==> src/rtl/htpi_pkg.sv <==
package htpi_pkg;

  // Field widths of the ports and of the tick-domain state.
  localparam int unsigned CNT_W      = 16;
  localparam int unsigned SETPOINT_W = 16;
  localparam int unsigned GAIN_W     = 56;
  localparam int unsigned GAIN_LO_W  = 28;
  localparam int unsigned GAIN_HI_W  = GAIN_W - GAIN_LO_W;
  localparam int unsigned DUTY_W     = 7;
  localparam int unsigned RPM_W      = 21;
  localparam int unsigned RPM_PROD_W = RPM_W + 1;
  localparam int unsigned ERR_W      = RPM_W + 1;
  localparam int unsigned MAG_E_W    = RPM_W;
  localparam int unsigned CFG_IDX_W  = 3;
  localparam int unsigned CFG_DATA_W = GAIN_W;

  localparam logic [DUTY_W-1:0] DUTY_LIMIT = 7'd100;
  localparam logic [RPM_W-1:0]  RPM_MAX    = {RPM_W{1'b1}};
  localparam logic [CNT_W-1:0]  PULSE_MAX  = {CNT_W{1'b1}};

  // Register values after reset.
  localparam logic [SETPOINT_W-1:0] SETPOINT_RST = 16'd100;
  localparam logic [GAIN_W-1:0]     KP_RST       = 56'd4312196643;
  localparam logic [GAIN_W-1:0]     KI_TS_RST    = 56'd141;
  localparam logic [CNT_W-1:0]      WINDOW_RST   = 16'd2000;
  localparam logic [CNT_W-1:0]      CONTROL_RST  = 16'd20;
  localparam logic [DUTY_W-1:0]     DUTY_MAX_RST = 7'd100;
  localparam logic [DUTY_W-1:0]     DUTY_MIN_RST = 7'd0;

  typedef enum logic [CFG_IDX_W-1:0] {
    CFG_SETPOINT = 3'd0,
    CFG_KP       = 3'd1,
    CFG_KI_TS    = 3'd2,
    CFG_WINDOW   = 3'd3,
    CFG_CONTROL  = 3'd4,
    CFG_DUTY_MAX = 3'd5,
    CFG_DUTY_MIN = 3'd6
  } cfg_idx_e;

  typedef struct packed {
    logic [SETPOINT_W-1:0] setpoint_rpm;
    logic [GAIN_W-1:0]     kp_gain;
    logic [GAIN_W-1:0]     ki_ts_gain;
    logic [CNT_W-1:0]      window_ticks;
    logic [CNT_W-1:0]      control_ticks;
    logic [DUTY_W-1:0]     duty_max;
    logic [DUTY_W-1:0]     duty_min;
  } cfg_t;

endpackage

==> src/rtl/htpi_cfg_regs.sv <==
module htpi_cfg_regs (
  input  logic                                clk_i,
  input  logic                                rst_ni,
  input  logic                                cfg_valid_i,
  output logic                                cfg_ready_o,
  input  logic [htpi_pkg::CFG_IDX_W-1:0]      cfg_index_i,
  input  logic [htpi_pkg::CFG_DATA_W-1:0]     cfg_data_i,
  output htpi_pkg::cfg_t                      cfg_o
);
  import htpi_pkg::*;

  cfg_t cfg_q;

  assign cfg_ready_o = 1'b1;
  assign cfg_o       = cfg_q;

  // Each word is truncated to the width of the register it targets.
  always_ff @(posedge clk_i or negedge rst_ni) begin
    if (!rst_ni) begin
      cfg_q.setpoint_rpm  <= SETPOINT_RST;
      cfg_q.kp_gain       <= KP_RST;
      cfg_q.ki_ts_gain    <= KI_TS_RST;
      cfg_q.window_ticks  <= WINDOW_RST;
      cfg_q.control_ticks <= CONTROL_RST;
      cfg_q.duty_max      <= DUTY_MAX_RST;
      cfg_q.duty_min      <= DUTY_MIN_RST;
    end else if (cfg_valid_i) begin
      unique case (cfg_idx_e'(cfg_index_i))
        CFG_SETPOINT: cfg_q.setpoint_rpm  <= cfg_data_i[SETPOINT_W-1:0];
        CFG_KP:       cfg_q.kp_gain       <= cfg_data_i[GAIN_W-1:0];
        CFG_KI_TS:    cfg_q.ki_ts_gain    <= cfg_data_i[GAIN_W-1:0];
        CFG_WINDOW:   cfg_q.window_ticks  <= cfg_data_i[CNT_W-1:0];
        CFG_CONTROL:  cfg_q.control_ticks <= cfg_data_i[CNT_W-1:0];
        CFG_DUTY_MAX: cfg_q.duty_max      <= cfg_data_i[DUTY_W-1:0];
        CFG_DUTY_MIN: cfg_q.duty_min      <= cfg_data_i[DUTY_W-1:0];
        default: ;
      endcase
    end
  end

endmodule

==> config.mk <==
export PLATFORM = sky130hd
export DESIGN_NAME = htpi_cfg_regs
export DESIGN_NICKNAME = d
export VERILOG_FILES = /design/src/rtl/htpi_pkg.sv /design/src/rtl/htpi_cfg_regs.sv
export SDC_FILE = /design/constraint.sdc
export NUM_CORES = 1
export LEC_CHECK = 0
export ABC_AREA = 1
export BUFFER_PORTS_ARGS = -buffer_cell sky130_fd_sc_hd__buf_2
export CORE_MARGIN = 5
export CORE_UTILIZATION = 54
export CTS_CLUSTER_DIAMETER = 50
export DETAILED_ROUTE_END_ITERATION = 6
export HOLD_SLACK_MARGIN = 0.1
export PLACE_DENSITY_LB_ADDON = 0.12
export SYNTH_ARGS = -nofsm -noshare
export SYNTH_HDL_FRONTEND = slang
export SYNTH_SLANG_ARGS = --single-unit
==> constraint.sdc <==
create_clock -name clk_i -period 1.9 [get_ports clk_i]
set_input_delay 0.38 -clock clk_i [delete_from_list [all_inputs] [get_ports clk_i]]
set_output_delay 0.38 -clock clk_i [all_outputs]
set_load 0.05 [all_outputs]
=== Word level (Yosys, flattened, before mapping) ===
Cells that the tools add are included.

* Equality and inequality tests: 6
* Reduce and logical (&&, ||, !) cells: 8

{| class="wikitable"
|+ Operator list
! cell !! number
|-
| 2-bit AND reduction || 7
|-
| 3-bit equality test (second input constant) || 3
|-
| 3-bit by 2-bit equality test with 1-bit output (second input constant) || 2
|-
| 3-bit by 1-bit equality test with 1-bit output (second input constant) || 1
|-
| 3-bit logical NOT || 1
|}

* Bits of input ports: 62
* Output and inout bits: 175
* Logic and storage cells: 21
* Bits in registers: 174

=== Logic depth before layout (Yosys ltp) ===
Gate-level depths: netlist of run 1.

* Depth in word-level cells: 2
* Mapped depth: 7
* Mapped depth without buffers: 5

=== Worst setup path after synthesis of run 1 ===
Ideal clock, no wire load.

* Path kind: input -> register
* Start point: input cfg_valid_i
* End point: register cfg_q, in the netlist cfg_o[100]
* Stages: 7
* Required time: 1.781 ns
* Library setup time: 0.119 ns
* Slack: 0.726 ns
* Buffers on the path: 2
* Arrival time: 1.055 ns
* Path through: inv_1 -> nor2_2 -> nand2_1 -> buf_2 -> buf_2 -> nand2_1 -> nand2_1

* Longest elaborated chain between the ends: 1

{| class="wikitable"
|+ RTL lines
! what !! RTL line !! RTL
|-
| from (decl) || htpi_cfg_regs.sv:4 || <nowiki>input logic cfg_valid_i,</nowiki>
|-
| 2-bit AND reduction (no source line) || -- ||
|-
| to (decl) || htpi_cfg_regs.sv:12 || <nowiki>cfg_t cfg_q;</nowiki>
|}

Every way passes these cells.
A chain may end at the register's enable or synchronous reset.

=== Final worst setup path of run 1 ===
* Start point: register cfg_q, in the netlist cfg_o[163]
* End point: output cfg_o[163] (netlist name)

{| class="wikitable"
|+ RTL lines
! what !! RTL line !! RTL
|-
| to (decl) || htpi_cfg_regs.sv:8 || <nowiki>output htpi_pkg::cfg_t cfg_o</nowiki>
|}

No word-level cell between the ends.

==> results of run 1 <==
[report_power, final]
group / switching, mW / leakage [nW] / internal, mW
sequential: 0.380 / 2.13 / 4.49
clock: 1.34 / 0.304 / 2.24
combinational: 3.49 / 2.68 / 0.848
total: 5.21 / 5.11 / 7.58
[cells by family after synthesis]
group | Yosys count | share of synthesized area, %
buffers and inverters | 53 | 3.91
and+or+nand+nor | 541 | 32.3
DFF | 174 | 63.8
other | 1 | 0.0544
[cells in the mapped netlist, drive strengths merged]
library cell    n  area [um2]
dfstp          30         788
inv             6        22.5
conb            1        3.75
nor2            7        38.8
nand2         390        1460
nand3         144         721
buf            41         224
dfrtp         144        3600
clkbuf          6        22.5
[worst paths after layout]
check	startpoint	to	cells past startpoint
worst max-delay path	cfg_o[163]	cfg_o[163]	1
worst max register to register	cfg_o[119]	cfg_o[119]	2
worst min-delay path	cfg_data_i[18]	cfg_o[120]	3
max in group asynchronous	rst_ni	cfg_o[111]	3
min in group asynchronous	rst_ni	cfg_o[71]	2
worst min register to register	cfg_o[154]	cfg_o[154]	2
[area by class of cell]
type / count / share of cell area [%]
sequential: 174 / 49.3
multi-input combinational: 542 / 25.2
timing repair buffer: 257 / 16.0
clock buffer: 26 / 5.71
tap: 172 / 2.41
clock inverter: 6 / 1.18
inverter: 6 / 0.253
[per-layer routing]
layer | share of wire [%] | wire [um] | global-route usage, % | vias to the layer above
li1 | - | - | - | 2891
met1 | 42 | 8010 | 34.1 | 2902
met2 | 47 | 9030 | 39.8 | 250
met3 | 9.0 | 1740 | 7.91 | 36
met4 | 2.6 | 493 | 9.80 | 0
met5 | 0 | 0 | 0 | -
[timing repair]
action                     4_1_cts  5_1_grt
setup buffers                    0        0
hold buffers                     1        0
hold endpoints to repair        37        0
setup endpoints to repair        0        0
[per-stage QoR]
step                worst slack [ps]  hold slack, ps  utilization [%]  instance area [um2]
finish                           291             186             70.9                 8920
detailed placement               354             355             66.0                 8290
CTS                              269             169             70.9                 8920
floorplan                        726            84.4                -                 6890
global route                     250             183             70.9                 8920
global placement                 392             355             66.0                 8290
==> summary.md, run 1 <==
| Metric | Value |
|---|---|
| Startpoint types | flip-flop |
| Crit path largest cell delay | 530 ps |
| Final WL | between 15000 and 20000 um |
| Largest register FFs | 174 |
| Finished Layout Cells | around 1200 |
| Status | finished clean |
| Critical Path RT | ~1500 ps |
| Synthesized area | around 6900 um2 |
| Fillers | 1053 |
| TritonCTS buffer count | 17 |
| Root Buffer Master | clkbuf_16 |
| Peak Freq | 621 MHz |
| H-tree levels | 4 |
| Die Wd | between 100 and 150 um |
| Setup Skew | 0 ps |
| Crit path DAT | 1230 ps |
| Worst VDD drop | roughly 810 uV |
| Drt drc | 0 |
| Worst reg2reg setup slack | approximately 1200 ps |
| RSZ-0062 raised after global routing | false |
| Cell count after placement | around 1200 |
| PD cells | 1430 nW/um2 |
| Slowest-stage cell, CP | dfstp_2 |
| Register area | between 4000 and 5000 um2 |
| Class of the most critical setup path | flip-flop to output port |
| Distinct cells, synth | 13 |
| Largest net degree at the start of global routing | 57 |
| Fin crit period | 1610 ps |
| Initial antenna violation count | 0 |
| Post-synthesis sequential area ratio | a little under two thirds |
| Max-slew violation count | 0 |
| Cts repair resizes | 0 |
| Area of the multi-input gates | 2250 um2 |
| Worst skew pair latency | 420 ps |
| Crit. End Element | output port |
| Most frequent cells in the layout | nand2_1 (388), buf_2 (234), nand3_1 (144), dfrtp_1 (144), dfstp_2 (30) |
| Synth Area per Inst | between 8 and 9 um2 |
| Placed wire-length estimate | 13100 um |
| Post-synthesis cell count | slightly below 800 |
| Fin crit share | between 80% and 90% |
| Clock-pin slew on the worst setup and hold paths | about 60 ps |
| Syn. warnings | 0 |
| Worst-path cell chain | buf_2 |
| Most common cell after layout, fill and taps aside | nand2_1 |
| # clock sinks | 174 |
| Layout cells sized above 1 | between 30% and 40% |
| Vias per cell | between 5 and 6 |
| Die area | 15100 um2 |
| CTS max path bufs | 2 |
| Syn Nets | between 800 and 900 |
| Number of synthesized register bits | 174 |
| Gr usage total | 25.7% |
| # diodes | 0 |
| Area grow syn2layout | 29.4% |
| Die extent in y | 123 um |
| Final nets | ~1100 |
| Worst Max-Slew Pin Slew | a little over 600 ps |
| Vias in the first global route | between 5000 and 6000 |
| Core Rows | 41 |
| Total of max-cap violations | 0 |
| CP delay by family, top | flip-flops |
| First-pass GRT wire length | 29800 um |
| First-pass detailed-route iteration total | 7 |
| Crit-path max FO | 2 |
| CP bufs+invs | 1 |
| GPL Wtd Cong | 0.829 |
| Top Ports | ~240 |
| Grt ovf | 0 |
| DR vias | 6079 |
| Worst hold path class | primary input to flip-flop |
| Final setup TNS | 0 ps |
| Wire length per cell | ~16 um |
| Overall power | roughly 13 mW |
| Post-route ant nets | 0 |
| PortBufs | 235 |
| Leak pwr | 5.11 nW |
| Initial core utilization | between 50% and 60% |
| CTS tree | built |
| Core area | approximately 13000 um2 |
| Final setup viols | 0 |
| DR iter-0 viols | between 500 and 600 |
| Relative slew slack | ~60% |
| Final Hold Fails | 0 |
No activity file was read; power rests on OpenSTA's default activity.
==> inputs of run 2 (changes only) <==
--- a/config.mk
+++ b/config.mk
@@ -8,7 +8,7 @@
 export ABC_AREA = 1
 export BUFFER_PORTS_ARGS = -buffer_cell sky130_fd_sc_hd__buf_2
 export CORE_MARGIN = 5
-export CORE_UTILIZATION = 54
+export CORE_UTILIZATION = 50
 export CTS_CLUSTER_DIAMETER = 50
 export DETAILED_ROUTE_END_ITERATION = 6
 export HOLD_SLACK_MARGIN = 0.1
==> constraint.sdc (replaced) <==
create_clock -name clk_i -period 1.5 [get_ports clk_i]
set_input_delay 0.3 -clock clk_i [delete_from_list [all_inputs] [get_ports clk_i]]
set_output_delay 0.3 -clock clk_i [all_outputs]
set_load 0.05 [all_outputs]
==> run 2 against run 1 <==
  * Cell count up 1.2%
  * Worst hold slack got worse by 62 ps
  * Die area is 7.3% higher
  * Clock-buffer cell count fell by 3
  * Critical endpoint is now cfg_o[102]
  * Largest power group unchanged
  * Highest routed layer unchanged
==> summary.md, run 2 (synthesis gave the netlist of run 1 again) <==
| Metric | Value |
|---|---|
| Crit path largest cell delay | ~550 ps |
| DR vias | approximately 6200 |
| GPL Wtd Cong | approximately 0.83 |
| Area grow syn2layout | 33.1% |
| PortBufs | approximately 240 |
| Final WL | 19700 um |
| Critical Path RT | between 1000 and 1500 ps |
| Die area | ~16000 um2 |
| Gr usage total | between 20% and 30% |
| Class of the most critical setup path | flip-flop to output port |
| Crit-path max FO | 2 |
| Register area | between 4000 and 5000 um2 |
| Vias in the first global route | just under 6000 |
| Worst r2r src | cfg_o[12] |
| Worst path depth | 1 |
| Die Wd | about 130 um |
| First-pass GRT wire length | about 32000 um |
| Worst reg2reg setup slack | between 700 and 800 ps |
| R2R cell count | 2 |
| Top Ports | roughly 240 |
| R2R Path End | cfg_o[12] |
| Pre-CTS setup slack | between 100 and 150 ps |
| Layout cells sized above 1 | between 30% and 40% |
| Worst hold endpoint | cfg_o[122] |
| Final setup margin | 36.0 ps |
| Max-slew violation count | 0 |
| Initial core utilization | 51.4% |
| Most frequent cells in the layout | nand2_1 (388), buf_2 (204), nand3_1 (144), dfrtp_1 (144), buf_4 (46) |
| Cell count after placement | between 1000 and 1500 |
| Leak pwr | 5.21 nW |
| Clk pwr share | ~29% |
| Postcts setup bufs | 0 |
| Worst-path cell chain | buf_4 |
| Vias per cell | roughly 5 |
| Fillers | about 1100 |
| CTS tree | built |
| TritonCTS buffer count | 17 |
| Drt drc | 0 |
| CP bufs+invs | 1 |
| Fin area | approximately 9200 um2 |
| Area of the multi-input gates | 2250 um2 |
| WHS | 124 ps |
| P_sw | 6.71 mW |
| Int Pwr | ~9.9 mW |
| CP delay by family, top | flip-flops |
| First-pass detailed-route iteration total | 5 |
| Final setup TNS | 0 ps |
| Placed Area | roughly 8400 um2 |
| DR iter-0 viols | 416 |
| H-tree levels | 4 |
| Initial antenna violation count | 0 |
| Largest register FFs | 174 |
| Largest net degree at the start of global routing | 57 |
| Slowest-stage cell, CP | dfstp_2 |
| RSZ-0062 raised after global routing | false |
| Hold depth | 3 |
| Die extent in y | ~130 um |
| Fin crit period | 1460 ps |
| Post-layout util | about two thirds |
| Switching share of power | approximately 40% |
| Crit. End Element | output port |
| Wire length per cell | around 16 um |
| Most common cell after layout, fill and taps aside | nand2_1 |
| Hold Crit Start | cfg_data_i[20] |
| Worst hold path class | primary input to flip-flop |
| Worst skew pair latency | roughly 420 ps |
| Root Buffer Master | clkbuf_16 |
| PD cells | between 1500 and 2000 nW/um2 |
| Overall power | 16.6 mW |
| Crit path DAT | roughly 1200 ps |
| Status | finished clean |
| Clock-pin slew on the worst setup and hold paths | ~60 ps |
| Final Hold Fails | 0 |
| Core area | about 13000 um2 |
| Grt ovf | 0 |
| Setup Skew | 0 ps |
| Startpoint types | flip-flop |
| Finished Layout Cells | around 1200 |
| Flop pwr share | between 30% and 40% |
| # clock sinks | between 150 and 200 |
| # diodes | 0 |
| Post-route ant nets | 0 |
| Final setup viols | 0 |
| CTS max path bufs | 2 |
| Fin crit share | a little over nine tenths |
| Total of max-cap violations | 0 |
| Core Rows | 42 |
| Peak Freq | between 600 and 700 MHz |
| Combinational Power Share | about 34% |
| Placed wire-length estimate | between 10000 and 15000 um |
| Worst VDD drop | 941 uV |
| Final nets | about 1100 |
[run 2: changes by cell type in the layout (fill, tap and decap cells not counted)]
cell / before / now
buf_12: 6 / 9
buf_2: 234 / 204
buf_4: 15 / 46
buf_6: 1 / 3
bufinv_16: 3 / 4
clkbuf_1: 4 / 1
clkinv_2: 3 / 2
clkinv_4: 0 / 2
clkinvlp_4: 0 / 1
dlygate4sd3_1: 1 / 5
[run 2: what timing repair did]
item,4_1_cts,5_1_grt
gates resized for setup,30,2
setup endpoints to repair,30,2
hold endpoints to repair,150,0
hold buffers,5,0
[run 2: final cells by class]
class | count | area share [%]
Tap cell | 176 | 2.40
Sequential cell | 174 | 47.9
Multi-Input combinational cell | 542 | 24.5
Clock inverter | 9 | 1.69
Clock buffer | 23 | 5.43
Inverter | 6 | 0.246
Timing Repair Buffer | 267 | 17.8
[run 2: worst max path at each step]
stage,start,to,slack (ps)
CTS,cfg_o[13],cfg_o[13],10
global route,cfg_o[34],cfg_o[34],1
floorplan,cfg_valid_i,cfg_o[100],410
finish,cfg_o[102],cfg_o[102],40
global placement,cfg_index_i[1],cfg_o[55],150
detailed placement,cfg_index_i[1],cfg_o[72],130
[run 2: worst min-delay path, delay by kind of cell]
kind | cells | cell delay [ps]
and+or+nand+nor | 2 | 130
buffers and inverters | 1 | 90
[run 2: per-layer routing]
layer	share of wire (%)	GRT usage, %	wire length (um)
met3	8.6	6.76	1690
met2	47	37.6	9330
met1	42	34.4	8320
met5	0	0	0
met4	1.9	8.08	384
[run 2: power groups by stage]
| stage | combinational [mW] | clock [mW] | sequential [mW] |
|---|---|---|---|
| 2_1_floorplan | 0.841 | 0 | 9.37 |
| 3_3_place_gp | 5.49 | 0 | 6.23 |
| 3_5_place_dp | 5.55 | 0 | 6.23 |
| 4_1_cts | 5.65 | 4.87 | 6.19 |
| 5_1_grt | 5.92 | 5.07 | 6.30 |
| 6_report | 5.61 | 4.79 | 6.19 |
