--- src/rtl/htpi_pkg.sv ---
package htpi_pkg;

  // Field widths of the ports and of the tick-domain state.
  localparam int unsigned CNT_W      = 16;
  localparam int unsigned SETPOINT_W = 16;
  localparam int unsigned GAIN_W     = 56;
  localparam int unsigned GAIN_LO_W  = 28;
  localparam int unsigned GAIN_HI_W  = GAIN_W - GAIN_LO_W;
  localparam int unsigned DUTY_W     = 7;
  localparam int unsigned RPM_W      = 21;
  localparam int unsigned RPM_PROD_W = RPM_W + 1;
  localparam int unsigned ERR_W      = RPM_W + 1;
  localparam int unsigned MAG_E_W    = RPM_W;
  localparam int unsigned CFG_IDX_W  = 3;
  localparam int unsigned CFG_DATA_W = GAIN_W;

  localparam logic [DUTY_W-1:0] DUTY_LIMIT = 7'd100;
  localparam logic [RPM_W-1:0]  RPM_MAX    = {RPM_W{1'b1}};
  localparam logic [CNT_W-1:0]  PULSE_MAX  = {CNT_W{1'b1}};

  // Register values after reset.
  localparam logic [SETPOINT_W-1:0] SETPOINT_RST = 16'd100;
  localparam logic [GAIN_W-1:0]     KP_RST       = 56'd4312196643;
  localparam logic [GAIN_W-1:0]     KI_TS_RST    = 56'd141;
  localparam logic [CNT_W-1:0]      WINDOW_RST   = 16'd2000;
  localparam logic [CNT_W-1:0]      CONTROL_RST  = 16'd20;
  localparam logic [DUTY_W-1:0]     DUTY_MAX_RST = 7'd100;
  localparam logic [DUTY_W-1:0]     DUTY_MIN_RST = 7'd0;

  typedef enum logic [CFG_IDX_W-1:0] {
    CFG_SETPOINT = 3'd0,
    CFG_KP       = 3'd1,
    CFG_KI_TS    = 3'd2,
    CFG_WINDOW   = 3'd3,
    CFG_CONTROL  = 3'd4,
    CFG_DUTY_MAX = 3'd5,
    CFG_DUTY_MIN = 3'd6
  } cfg_idx_e;

  typedef struct packed {
    logic [SETPOINT_W-1:0] setpoint_rpm;
    logic [GAIN_W-1:0]     kp_gain;
    logic [GAIN_W-1:0]     ki_ts_gain;
    logic [CNT_W-1:0]      window_ticks;
    logic [CNT_W-1:0]      control_ticks;
    logic [DUTY_W-1:0]     duty_max;
    logic [DUTY_W-1:0]     duty_min;
  } cfg_t;

endpackage

--- src/rtl/htpi_front.sv ---
module htpi_front #(
  parameter int unsigned INTEGRAL_BITS = 40
) (
  input  logic                              clk_i,
  input  logic                              rst_ni,
  input  logic                              accept_i,
  input  logic                              hall_level_i,
  input  htpi_pkg::cfg_t                    cfg_i,
  output logic                              upd_o,
  output logic [htpi_pkg::RPM_W-1:0]        rpm_o,
  output logic [htpi_pkg::ERR_W-1:0]        err_o,
  output logic [INTEGRAL_BITS-1:0]          sum_o
);
  import htpi_pkg::*;

  localparam logic [INTEGRAL_BITS-1:0] SUM_MAX = {1'b0, {(INTEGRAL_BITS-1){1'b1}}};
  localparam logic [INTEGRAL_BITS-1:0] SUM_MIN = {1'b1, {(INTEGRAL_BITS-1){1'b0}}};

  logic                     hall_prev_q;
  logic [CNT_W-1:0]         pulse_q, pulse_d, pulse_base;
  logic [CNT_W-1:0]         win_q, win_d;
  logic [CNT_W-1:0]         ctrl_q, ctrl_d;
  logic [RPM_W-1:0]         rpm_q, rpm_d;
  logic [INTEGRAL_BITS-1:0] sum_q, sum_d;
  logic [CNT_W:0]           win_next, ctrl_next;
  logic                     win_fire, ctrl_fire, rise;
  logic [RPM_PROD_W-1:0]    rpm_prod;
  logic [ERR_W-1:0]         err;
  logic [INTEGRAL_BITS:0]   sum_ext;

  always_comb begin
    win_next  = {1'b0, win_q} + 17'd1;
    win_fire  = win_next >= {1'b0, cfg_i.window_ticks};
    win_d     = win_fire ? '0 : win_next[CNT_W-1:0];

    // Pulses times 60, as 64p - 4p.
    rpm_prod  = (RPM_PROD_W'(pulse_q) << 6) - (RPM_PROD_W'(pulse_q) << 2);
    if (win_fire) begin
      rpm_d = rpm_prod[RPM_W] ? RPM_MAX : rpm_prod[RPM_W-1:0];
    end else begin
      rpm_d = rpm_q;
    end

    // The window closes before this tick's sample is counted.
    pulse_base = win_fire ? '0 : pulse_q;
    rise       = hall_level_i & ~hall_prev_q;
    pulse_d    = (rise && pulse_base != PULSE_MAX) ? pulse_base + 16'd1 : pulse_base;

    ctrl_next = {1'b0, ctrl_q} + 17'd1;
    ctrl_fire = ctrl_next >= {1'b0, cfg_i.control_ticks};
    ctrl_d    = ctrl_fire ? '0 : ctrl_next[CNT_W-1:0];

    err     = ERR_W'(cfg_i.setpoint_rpm) - ERR_W'(rpm_d);
    sum_ext = {sum_q[INTEGRAL_BITS-1], sum_q}
            + {{(INTEGRAL_BITS+1-ERR_W){err[ERR_W-1]}}, err};
    if (!ctrl_fire) begin
      sum_d = sum_q;
    end else if (sum_ext[INTEGRAL_BITS] != sum_ext[INTEGRAL_BITS-1]) begin
      sum_d = sum_ext[INTEGRAL_BITS] ? SUM_MIN : SUM_MAX;
    end else begin
      sum_d = sum_ext[INTEGRAL_BITS-1:0];
    end
  end

  always_ff @(posedge clk_i or negedge rst_ni) begin
    if (!rst_ni) begin
      hall_prev_q <= 1'b0;
      pulse_q     <= '0;
      win_q       <= '0;
      ctrl_q      <= '0;
      rpm_q       <= '0;
      sum_q       <= '0;
    end else if (accept_i) begin
      hall_prev_q <= hall_level_i;
      pulse_q     <= pulse_d;
      win_q       <= win_d;
      ctrl_q      <= ctrl_d;
      rpm_q       <= rpm_d;
      sum_q       <= sum_d;
    end
  end

  assign upd_o = ctrl_fire;
  assign rpm_o = rpm_d;
  assign err_o = err;
  assign sum_o = sum_d;

endmodule

--- config.mk ---
export PLATFORM = sky130hd
export DESIGN_NAME = htpi_front
export DESIGN_NICKNAME = d
export VERILOG_FILES = /design/src/rtl/htpi_pkg.sv /design/src/rtl/htpi_front.sv
export SDC_FILE = /design/constraint.sdc
export NUM_CORES = 1
export LEC_CHECK = 0
export BUFFER_PORTS_ARGS = -buffer_cell sky130_fd_sc_hd__clkbuf_2
export CAP_MARGIN = 20
export CORE_MARGIN = 5
export CORE_UTILIZATION = 34
export CTS_CLUSTER_SIZE = 24
export DETAILED_ROUTE_END_ITERATION = 16
export HOLD_SLACK_MARGIN = 0.05
export SYNTH_ARGS = -nofsm -noshare
export SYNTH_HDL_FRONTEND = slang
export SYNTH_SLANG_ARGS = --single-unit
--- constraint.sdc ---
create_clock -name clk_i -period 20.8 [get_ports clk_i]
set_input_delay 1.04 -clock clk_i [delete_from_list [all_inputs] [get_ports clk_i]]
set_output_delay 1.04 -clock clk_i [all_outputs]
set_load 0.005 [all_outputs]
* Yosys cells after proc, flatten, opt, wreduce, memory -nomap -nowiden *
Cells that the tools add are included.

operators by class
  $add $sub $neg = 6
  order comparisons = 2
  equality and inequality tests = 2
  multiplexer cells = 9
  bitwise operators = 2
  reduce and logical (&&, ||, !) cells = 1

operator list
  operator               count
  $mux 40                3
  $mux 16                4
  $mux 21                2
  $add 40x22->41         1
  $add 16x1->17 const B  2
  $ge 17x16->1           2
  $sub 16x21->22         1
  $sub 22x18->22         1
  $add 16x1->16 const B  1
  $ne 16x16->1 const B   1
  $and 1x1->1            1
  $logic_and 1x1->1      1
  $ne 1x1->1             1
  $not 1->1              1

word-level totals
  flip-flop bits (word level) = 110
  input port bits = 178
  output and inout bits = 84
  logic and storage cells = 28

* Logic depth before layout (Yosys ltp) *
Gate-level depths: netlist of run 1.

  depth after elaboration = 8
  gate-level depth with buffers = 44
  depth with buffers taken out = 39

* Worst setup path after synthesis of run 1 *
OpenSTA, ideal clock, no wires.

  kind = register to output
  start point = register win_q[0]
  end point = output port sum_o[33]
  arrival time = 8.739 ns
  required time = 19.760 ns
  setup slack = 11.021 ns
  stages on the path, launching flop included = 38
  buffers on the path = 6
  path through = dfrtp_1 > ha_1 > nand4_1 > or4_1 > buf_2 > nor2_1 > xnor2_1 > ha_1 > and3_1 > and3_1 > nor2b_1 > nor4_2 > nand2_1 > buf_2 > buf_2 > clkbuf_1 > o21ai_0 > ha_1 > (+2 left out) > a221oi_2 > nor2_1 > a311oi_4 > o31ai_4 > mux2i_1 > a2111oi_2 > ha_1 > clkbuf_1 > nand2_1 > or2_2 > a2111oi_2 > o21bai_1 > o31ai_2 > a311oi_2 > mux2_2 > buf_2 > o21bai_1 > mux2_2

on the way
  longest elaborated chain between the ends = 8
  elaborated cells between the ends (all ways) = 9
  classes of those cells = 3 x add/sub; 1 x order compare; 1 x eq/ne; 4 x mux

RTL lines
  element                                RTL line                            RTL
  from (decl)                            htpi_front.sv:21                    logic [CNT_W-1:0] win_q, win_d;
  from (signal assigned)                 htpi_front.sv:76                    win_q <= win_d;
  $add 16x1->17 *                        htpi_front.sv:32                    win_next = {1'b0, win_q} + 17'd1;
  $ge 17x16->1 *                         htpi_front.sv:33                    win_fire = win_next >= {1'b0, cfg_i.window_ticks};
  $mux 21 *                              htpi_front.sv:38                    if (win_fire) begin
  $sub 16x21->22 *                       htpi_front.sv:53                    err = ERR_W'(cfg_i.setpoint_rpm) - ERR_W'(rpm_d);
  via err_o, one bit                     htpi_front.sv:11                    output logic [htpi_pkg::ERR_W-1:0] err_o,
  $add 40x22->41 *                       htpi_front.sv:55                    + {{(INTEGRAL_BITS+1-ERR_W){err[ERR_W-1]}}, err};
  $mux 40 or $ne 1x1->1 (tied branches)  htpi_front.sv:59, htpi_front.sv:58
  $mux 40 *                              htpi_front.sv:58                    end else if (sum_ext[INTEGRAL_BITS] != sum_ext[INTEGRAL_BITS-1]) begin
  $mux 40 *                              htpi_front.sv:56                    if (!ctrl_fire) begin
  to (decl)                              htpi_front.sv:12                    output logic [INTEGRAL_BITS-1:0] sum_o

The timed path passes the listed nets; every way through them passes the cells marked *.

* Final worst setup path of run 1 *
  start point = register win_q[0]
  end point = output port sum_o[3]

on the way
  longest elaborated chain between the ends = 8
  elaborated cells between the ends (all ways) = 9
  classes of those cells = 3 x add/sub; 1 x order compare; 1 x eq/ne; 4 x mux

RTL lines
  element                                RTL line
  $add 16x1->17 *                        htpi_front.sv:32
  $ge 17x16->1 *                         htpi_front.sv:33
  $mux 21 *                              htpi_front.sv:38
  $sub 16x21->22 *                       htpi_front.sv:53
  $add 40x22->41 *                       htpi_front.sv:55
  $mux 40 or $ne 1x1->1 (tied branches)  htpi_front.sv:59, htpi_front.sv:58
  $mux 40 *                              htpi_front.sv:58
  $mux 40 *                              htpi_front.sv:56

Every way passes the cells marked *; elsewhere a longest branch is shown, timed or not.

==> flow_metrics.py, run 1 <==
metrics = {
    "run_status": {
        "status": "finished, final reports clean",
    },
    "timing": {
        "fin_crit_ps": 12970,
        "setup_tns_ps": 0,
        "rsz0062_at_grt": "false",
        "fin_ws_ps": 7826,
        "slew_headroom": 0.2835,
        "fmaxAchievable_mhz": 77.08,
        "min_period_over_period": 0.6237,
        "setup_viol": 0,
        "report.final.slew_viol_count": 0,
        "hold_violations": 0,
        "worst_slew_pin_slew_ps": 1048,
        "finalClockSkew_ps": 12.44,
    },
    "clocking": {
        "postCtsResizedCells": 0,
        "cts_tree": "built",
        "holdBufCountCts": 0,
        "clkSinkCount": 110,
        "clk_pin_slew_ps": 90,
        "clockBufferDepth": 2,
        "cts.htree.levels": 3,
        "clockRootBuffer": "clkbuf_16",
        "postCtsSetupBuffers": 0,
        "insertion_delay_ps": 370,
        "cts_buffers": 9,
    },
    "synth": {
        "ys_seq_area_frac": 0.2582,
        "yosysTopAreaCellShare": 0.2582,
        "synth_area_sq_mm": 0.01066,
        "syn_nets": 1627,
        "synth_flop_cell": "dfrtp_1",
        "synthArstFlopShare": 1.000,
        "synth_area_leaders": "dfrtp_1, ha_1, nand2_1, o21ai_0, xnor2_1",
        "synth-edff-count": 0,
        "synth.avg_cell_area_sq_um": 7.916,
        "ys_types": 88,
        "synth_seq_cells": 110,
        "synth_top_cell_by_area": "dfrtp_1",
        "synth_cells": 1347,
        "ys_warn_count": 0,
    },
    "global_routing": {
        "grt_overflow_total": 0,
        "grt_usage": 0.1810,
        "grt_pass1_vias": 9940,
        "antenna_found_initial": 3,
        "grt_max_degree": 68,
        "grt_pass1_wl_mm": 52.79,
    },
    "setup_path": {
        "startpoint": "win_q[0]",
        "slowest_delay_ps": 960,
        "crit_top_cell": "ha_1",
        "worstPathMaxFanout": 44,
        "reg2reg_from": "win_q[0]",
        "critPathCaptureType": "output port",
        "critPathSlowestCell": "a2111oi_0",
        "cp-start-kind": "flop",
        "critPathRequiredTime_ps": 19760,
        "critPathKind": "reg -> out",
        "cp.arrival_ps": 11930,
    },
    "power_and_ir_drop": {
        "switching_share": 0.5043,
        "seqPwrFrac": 0.181,
        "power_frac_clock": 0.097,
        "finalPower_mw": 1.951,
        "leakagePower_nw": 5.571,
        "p_sw_uw": 984.1,
        "peakVddDrop_mv": 0.06135,
        "p_per_area_mw_per_mm2": 162.4,
        "internal_power_uw": 967.3,
        "p_comb_frac": 0.722,
    },
    "placement": {
        "gp_congestion": 0.9189,
        "dpl_worst_slack_ps": 7969,
        "dp.final_hpwl_mm": 24.24,
        "port_buffers": 135,
        "placed_cell_area_sq_mm": 0.01167,
    },
    "cells_and_area": {
        "final_core_utilization": 0.3908,
        "area_growth_pct": 12.70,
        "layout_common_cells": "nand2_1, clkbuf_2, o21ai_0",
        "drive_gt1_frac": 0.1448,
        "fin_area_sq_mm": 0.01202,
        "nNetsFinal": 1732,
        "mostFrequentLayoutCell": "nand2_1",
    },
    "floorplan": {
        "coreArea_sq_mm": 0.03075,
        "fp.dieW_um": 187.1,
        "ios": 262,
        "rows": 64,
        "initial_utilization": 0.3468,
        "design.die.area_sq_mm": 0.03500,
        "die_y_um": 187.1,
    },
    "min_path": {
        "hold_path_class": "reg -> reg",
        "hold_start": "rpm_q[7]",
    },
    "routing": {
        "drcViolationCount": 0,
        "wl_per_cell_um": 17.13,
        "vias_per_cell": 5.367,
        "ant_nets": 0,
        "dr_total_vias": 9951,
        "firstDrtPassIters": 5,
        "dr.first_iter.drc_count": 589,
        "routed_wirelength_mm": 31.77,
    },
    "flow_run": {
        "drv_cap": 0,
    },
}
routing by layer:
metal	vias up	wire [um]	global-route usage
li1	5028	-	-
met1	4681	14760	0.2387
met2	189	14760	0.3012
met3	47	1283	0.03266
met4	6	913	0.05802
met5	-	54	0
cell type report:
class	count	area [sq um]
inverter	94	352.8
clock buffer	10	229.0
multi-input combinational	1091	7327
sequential	110	2753
tap	396	495.5
antenna	1	2.502
clock inverter	6	81.33
timing repair buffer	146	775.7
fill	3170	18730
metrics by stage:
step                      hold slack (ps)  instances
after floorplan                     444.7       1347
after global placement              458.8       1835
after detailed placement            470.5       1835
after CTS                           487.9       1851
after global routing                512.4       1853
final                               492.9       1854
final timing paths:
| path | endpoint | depth (start not counted) | slack (ps) |
|---|---|---|---|
| min reg2reg | rpm_q[7] | 2 | 490 |
| max in group asynchronous | rpm_q[13] | 2 | 18800 |
| max reg2reg | sum_q[15] | 35 | 9500 |
| min in group asynchronous | sum_q[31] | 1 | 670 |
| max | sum_o[3] | 36 | 7830 |
| min | rpm_q[7] | 2 | 490 |
sequential cells by signal, summed over array words and instances (netlist names):
register	cells
pulse_q	16
rpm_q	21
win_q	16
hall_prev_q	1
sum_q	40
ctrl_q	16
critical path, delay by kind of cell (launching register included):
family,cells,cell delay [ps]
adders and majority gates,5,1490
and+or+nand+nor,17,4710
xor gates and xnor gates,1,170
muxes,1,710
AOI/OAI and AO/OA,9,3320
DFF,1,460
buffers and inverters,3,660
power groups by stage:
stage	Combinational [mW]	Sequential [mW]	Clock, mW
floorplan	1.04	0.332	0
CTS	1.41	0.353	0.195
global route	1.59	0.365	0.202
global placement	1.39	0.354	0
finish	1.41	0.354	0.189
detailed placement	1.41	0.357	0
cells by family after synthesis:
group / count (synthesis) / synth area share
AO/OA/AOI/OAI: 413 / 0.2626
XOR/XNOR: 102 / 0.08449
adder cells (fa/ha/maj): 103 / 0.1222
buffers and inverters: 146 / 0.05492
flip-flops: 110 / 0.2582
multiplexers: 17 / 0.01748
AND/OR/NAND/NOR: 456 / 0.2002
synth_stat cells (all sizes together) (8+ instances only):
cell / count
a211oi: 10
a21o: 40
a21oi: 84
a22o: 17
a311oi: 8
a31oi: 14
and3: 13
buf: 19
clkbuf: 33
dfrtp: 110
ha: 100
inv: 92
mux2: 13
nand2: 169
nand2b: 14
nand3: 44
nand4: 14
nor2: 118
nor2b: 12
nor3: 26
o211ai: 9
o21a: 19
o21ai: 123
o21bai: 17
o2bb2ai: 13
o31ai: 15
or3: 9
xnor2: 66
xor2: 36
(Power assumes the default switching activity.)
==> run 2, diff against run 1 <==
- clock period: 20.8 -> 11.5 ns (I/O delays scaled with it)
==> run 2 against run 1 <==
Critical path depth increased by 4. Sequential cell count unchanged. Sequential share of layout area decreased by 0.24 points.
==> flow_metrics.py, run 2 (synthesis results as in run 1) <==
metrics = {
    "run_status": {
        "status": "finished, final reports clean",
    },
    "global_routing": {
        "grt_max_degree": 64,
        "grt_overflow_total": 0,
        "grt_usage": 0.1775,
        "antenna_found_initial": 4,
        "grt_pass1_wl_mm": 51.77,
        "grt_pass1_vias": 9672,
    },
    "placement": {
        "dp.final_hpwl_mm": 24.62,
        "dpl_worst_slack_ps": 464.8,
        "dp.cells": 1842,
        "port_buffers": 135,
        "gp_congestion": 0.9433,
        "placed_cell_area_sq_mm": 0.01174,
    },
    "routing": {
        "dr_total_vias": 10032,
        "routed_wirelength_mm": 32.15,
        "highest_layer": "met5",
        "firstDrtPassIters": 4,
        "ant_nets": 0,
        "wl_met3_mm": 1.372,
        "route.met2.wl_mm": 15.36,
        "dr.first_iter.drc_count": 543,
        "vias_per_cell": 5.396,
        "wl_met1_mm": 14.81,
        "drcViolationCount": 0,
        "wl_per_cell_um": 17.29,
    },
    "power_and_ir_drop": {
        "leakagePower_nw": 5.612,
        "peakVddDrop_mv": 0.1306,
        "p_per_area_mw_per_mm2": 298.9,
        "finalPower_mw": 3.629,
    },
    "timing": {
        "rsz0062_at_grt": "false",
        "min_period_over_period": 0.9517,
        "finalClockSkew_ps": 15.48,
        "report.final.slew_viol_count": 0,
        "worst_slew_pin_slew_ps": 1136,
        "slew_headroom": 0.2426,
        "fin_ws_ps": 555.6,
        "fin_crit_ps": 10940,
        "fmaxAchievable_mhz": 91.37,
        "setup_viol": 0,
        "hold_violations": 0,
        "setup_tns_ps": 0,
    },
    "clocking": {
        "cts_tree": "built",
        "cts.htree.levels": 3,
        "cts_buffers": 9,
        "insertion_delay_ps": 370,
        "clk_pin_slew_ps": 90,
        "clkSinkCount": 110,
        "clockBufferDepth": 2,
        "clockRootBuffer": "clkbuf_16",
        "postCtsSetupBuffers": 0,
    },
    "cells_and_area": {
        "n_fill_cell": 3198,
        "regArea_sq_mm": 0.002753,
        "area_growth_pct": 13.87,
        "layout_common_cells": "nand2_1, clkbuf_2, o21ai_0",
        "multi_input_area_sq_mm": 0.007391,
        "mostFrequentLayoutCell": "nand2_1",
        "fin_area_sq_mm": 0.01214,
        "layout.cells.non_filler": 1859,
        "reg.largest.list": "sum_q: 40 flops, rpm_q: 21 flops",
        "nNetsFinal": 1737,
        "drive_gt1_frac": 0.1518,
        "regMostFlops": "sum_q",
        "largest_reg_flops": 40,
    },
    "flow_run": {
        "drv_cap": 0,
    },
    "setup_path": {
        "critPathCaptureType": "output port",
        "cp.arrival_ps": 10370,
        "startpoint": "win_q[0]",
        "critPathRequiredTime_ps": 10930,
        "worstPathMaxFanout": 57,
        "cp-start-kind": "flop",
        "rrSetupSlack_ps": 1400,
        "reg2reg_from": "win_q[0]",
        "critPathKind": "reg -> out",
        "rr_worst_depth": 39,
        "slowest_delay_ps": 670,
        "crit_top_cell": "a21o_1",
        "critPathSlowestCell": "or4_1",
        "r2r_end": "sum_q[11]",
        "cp-endpoint": "sum_o[1]",
    },
    "floorplan": {
        "initial_utilization": 0.3468,
        "design.die.area_sq_mm": 0.03500,
        "die_y_um": 187.1,
        "ios": 262,
        "rows": 64,
        "fp.dieW_um": 187.1,
        "coreArea_sq_mm": 0.03075,
    },
    "min_path": {
        "hold_path_class": "in -> async",
    },
}
==> run 2: repair_timing <==
item | in CTS | in global routing
endpoints found under the setup margin | 0 | 38
hold buffers | 0 | 0
gates resized for setup | 0 | 9
==> run 2: how the worst min path moves through the flow <==
stage          slack, ps  cells after the start       from   endpoint
2_1_floorplan        280                      0     rst_ni  ctrl_q[0]
3_3_place_gp         460                      2   rpm_q[9]   rpm_q[9]
3_5_place_dp         470                      2  rpm_q[17]  rpm_q[17]
4_1_cts              260                      1     rst_ni  sum_q[30]
5_1_grt              290                      1     rst_ni  sum_q[30]
6_report             240                      1     rst_ni  sum_q[30]
==> run 2: routing by layer <==
metal | GRT usage | up-vias
met2 | 0.3006 | 197
met4 | 0.04380 | 6
met3 | 0.03117 | 31
li1 | - | 5045
met5 | 0 | -
met1 | 0.2355 | 4753
==> run 2: metrics by stage <==
stage	util	hold WS, ps
2_1_floorplan	-	279.4
3_3_place_gp	0.3818	458.8
3_5_place_dp	0.3818	472.3
4_1_cts	0.3928	257.3
5_1_grt	0.3949	289.4
6_report	0.3949	237.2
==> run 2: where the power goes <==
group,switching [mW],leakage [nW],internal (mW)
logic,1.52,4.08,1.10
registers,0.127,1.37,0.515
clock network,0.176,0.166,0.198
==> run 2: critical path: cells and delay by family (launching register included) <==
kind,cells,cell delay [ps]
simple gates,15,3430
mux,1,190
buf+inv,5,1080
xor+xnor,1,190
flops,1,480
fa+ha+maj,4,1320
compound gates,14,3260
==> run 2: layout make-up <==
cell class | instances | share of cell area
timing repair buffer | 151 | 0.06678
clock buffer | 9 | 0.01855
tap | 396 | 0.04081
multi-input combinational | 1091 | 0.6087
clock inverter | 7 | 0.009172
sequential | 110 | 0.2267
inverter | 94 | 0.02906
antenna | 1 | 0.0002061
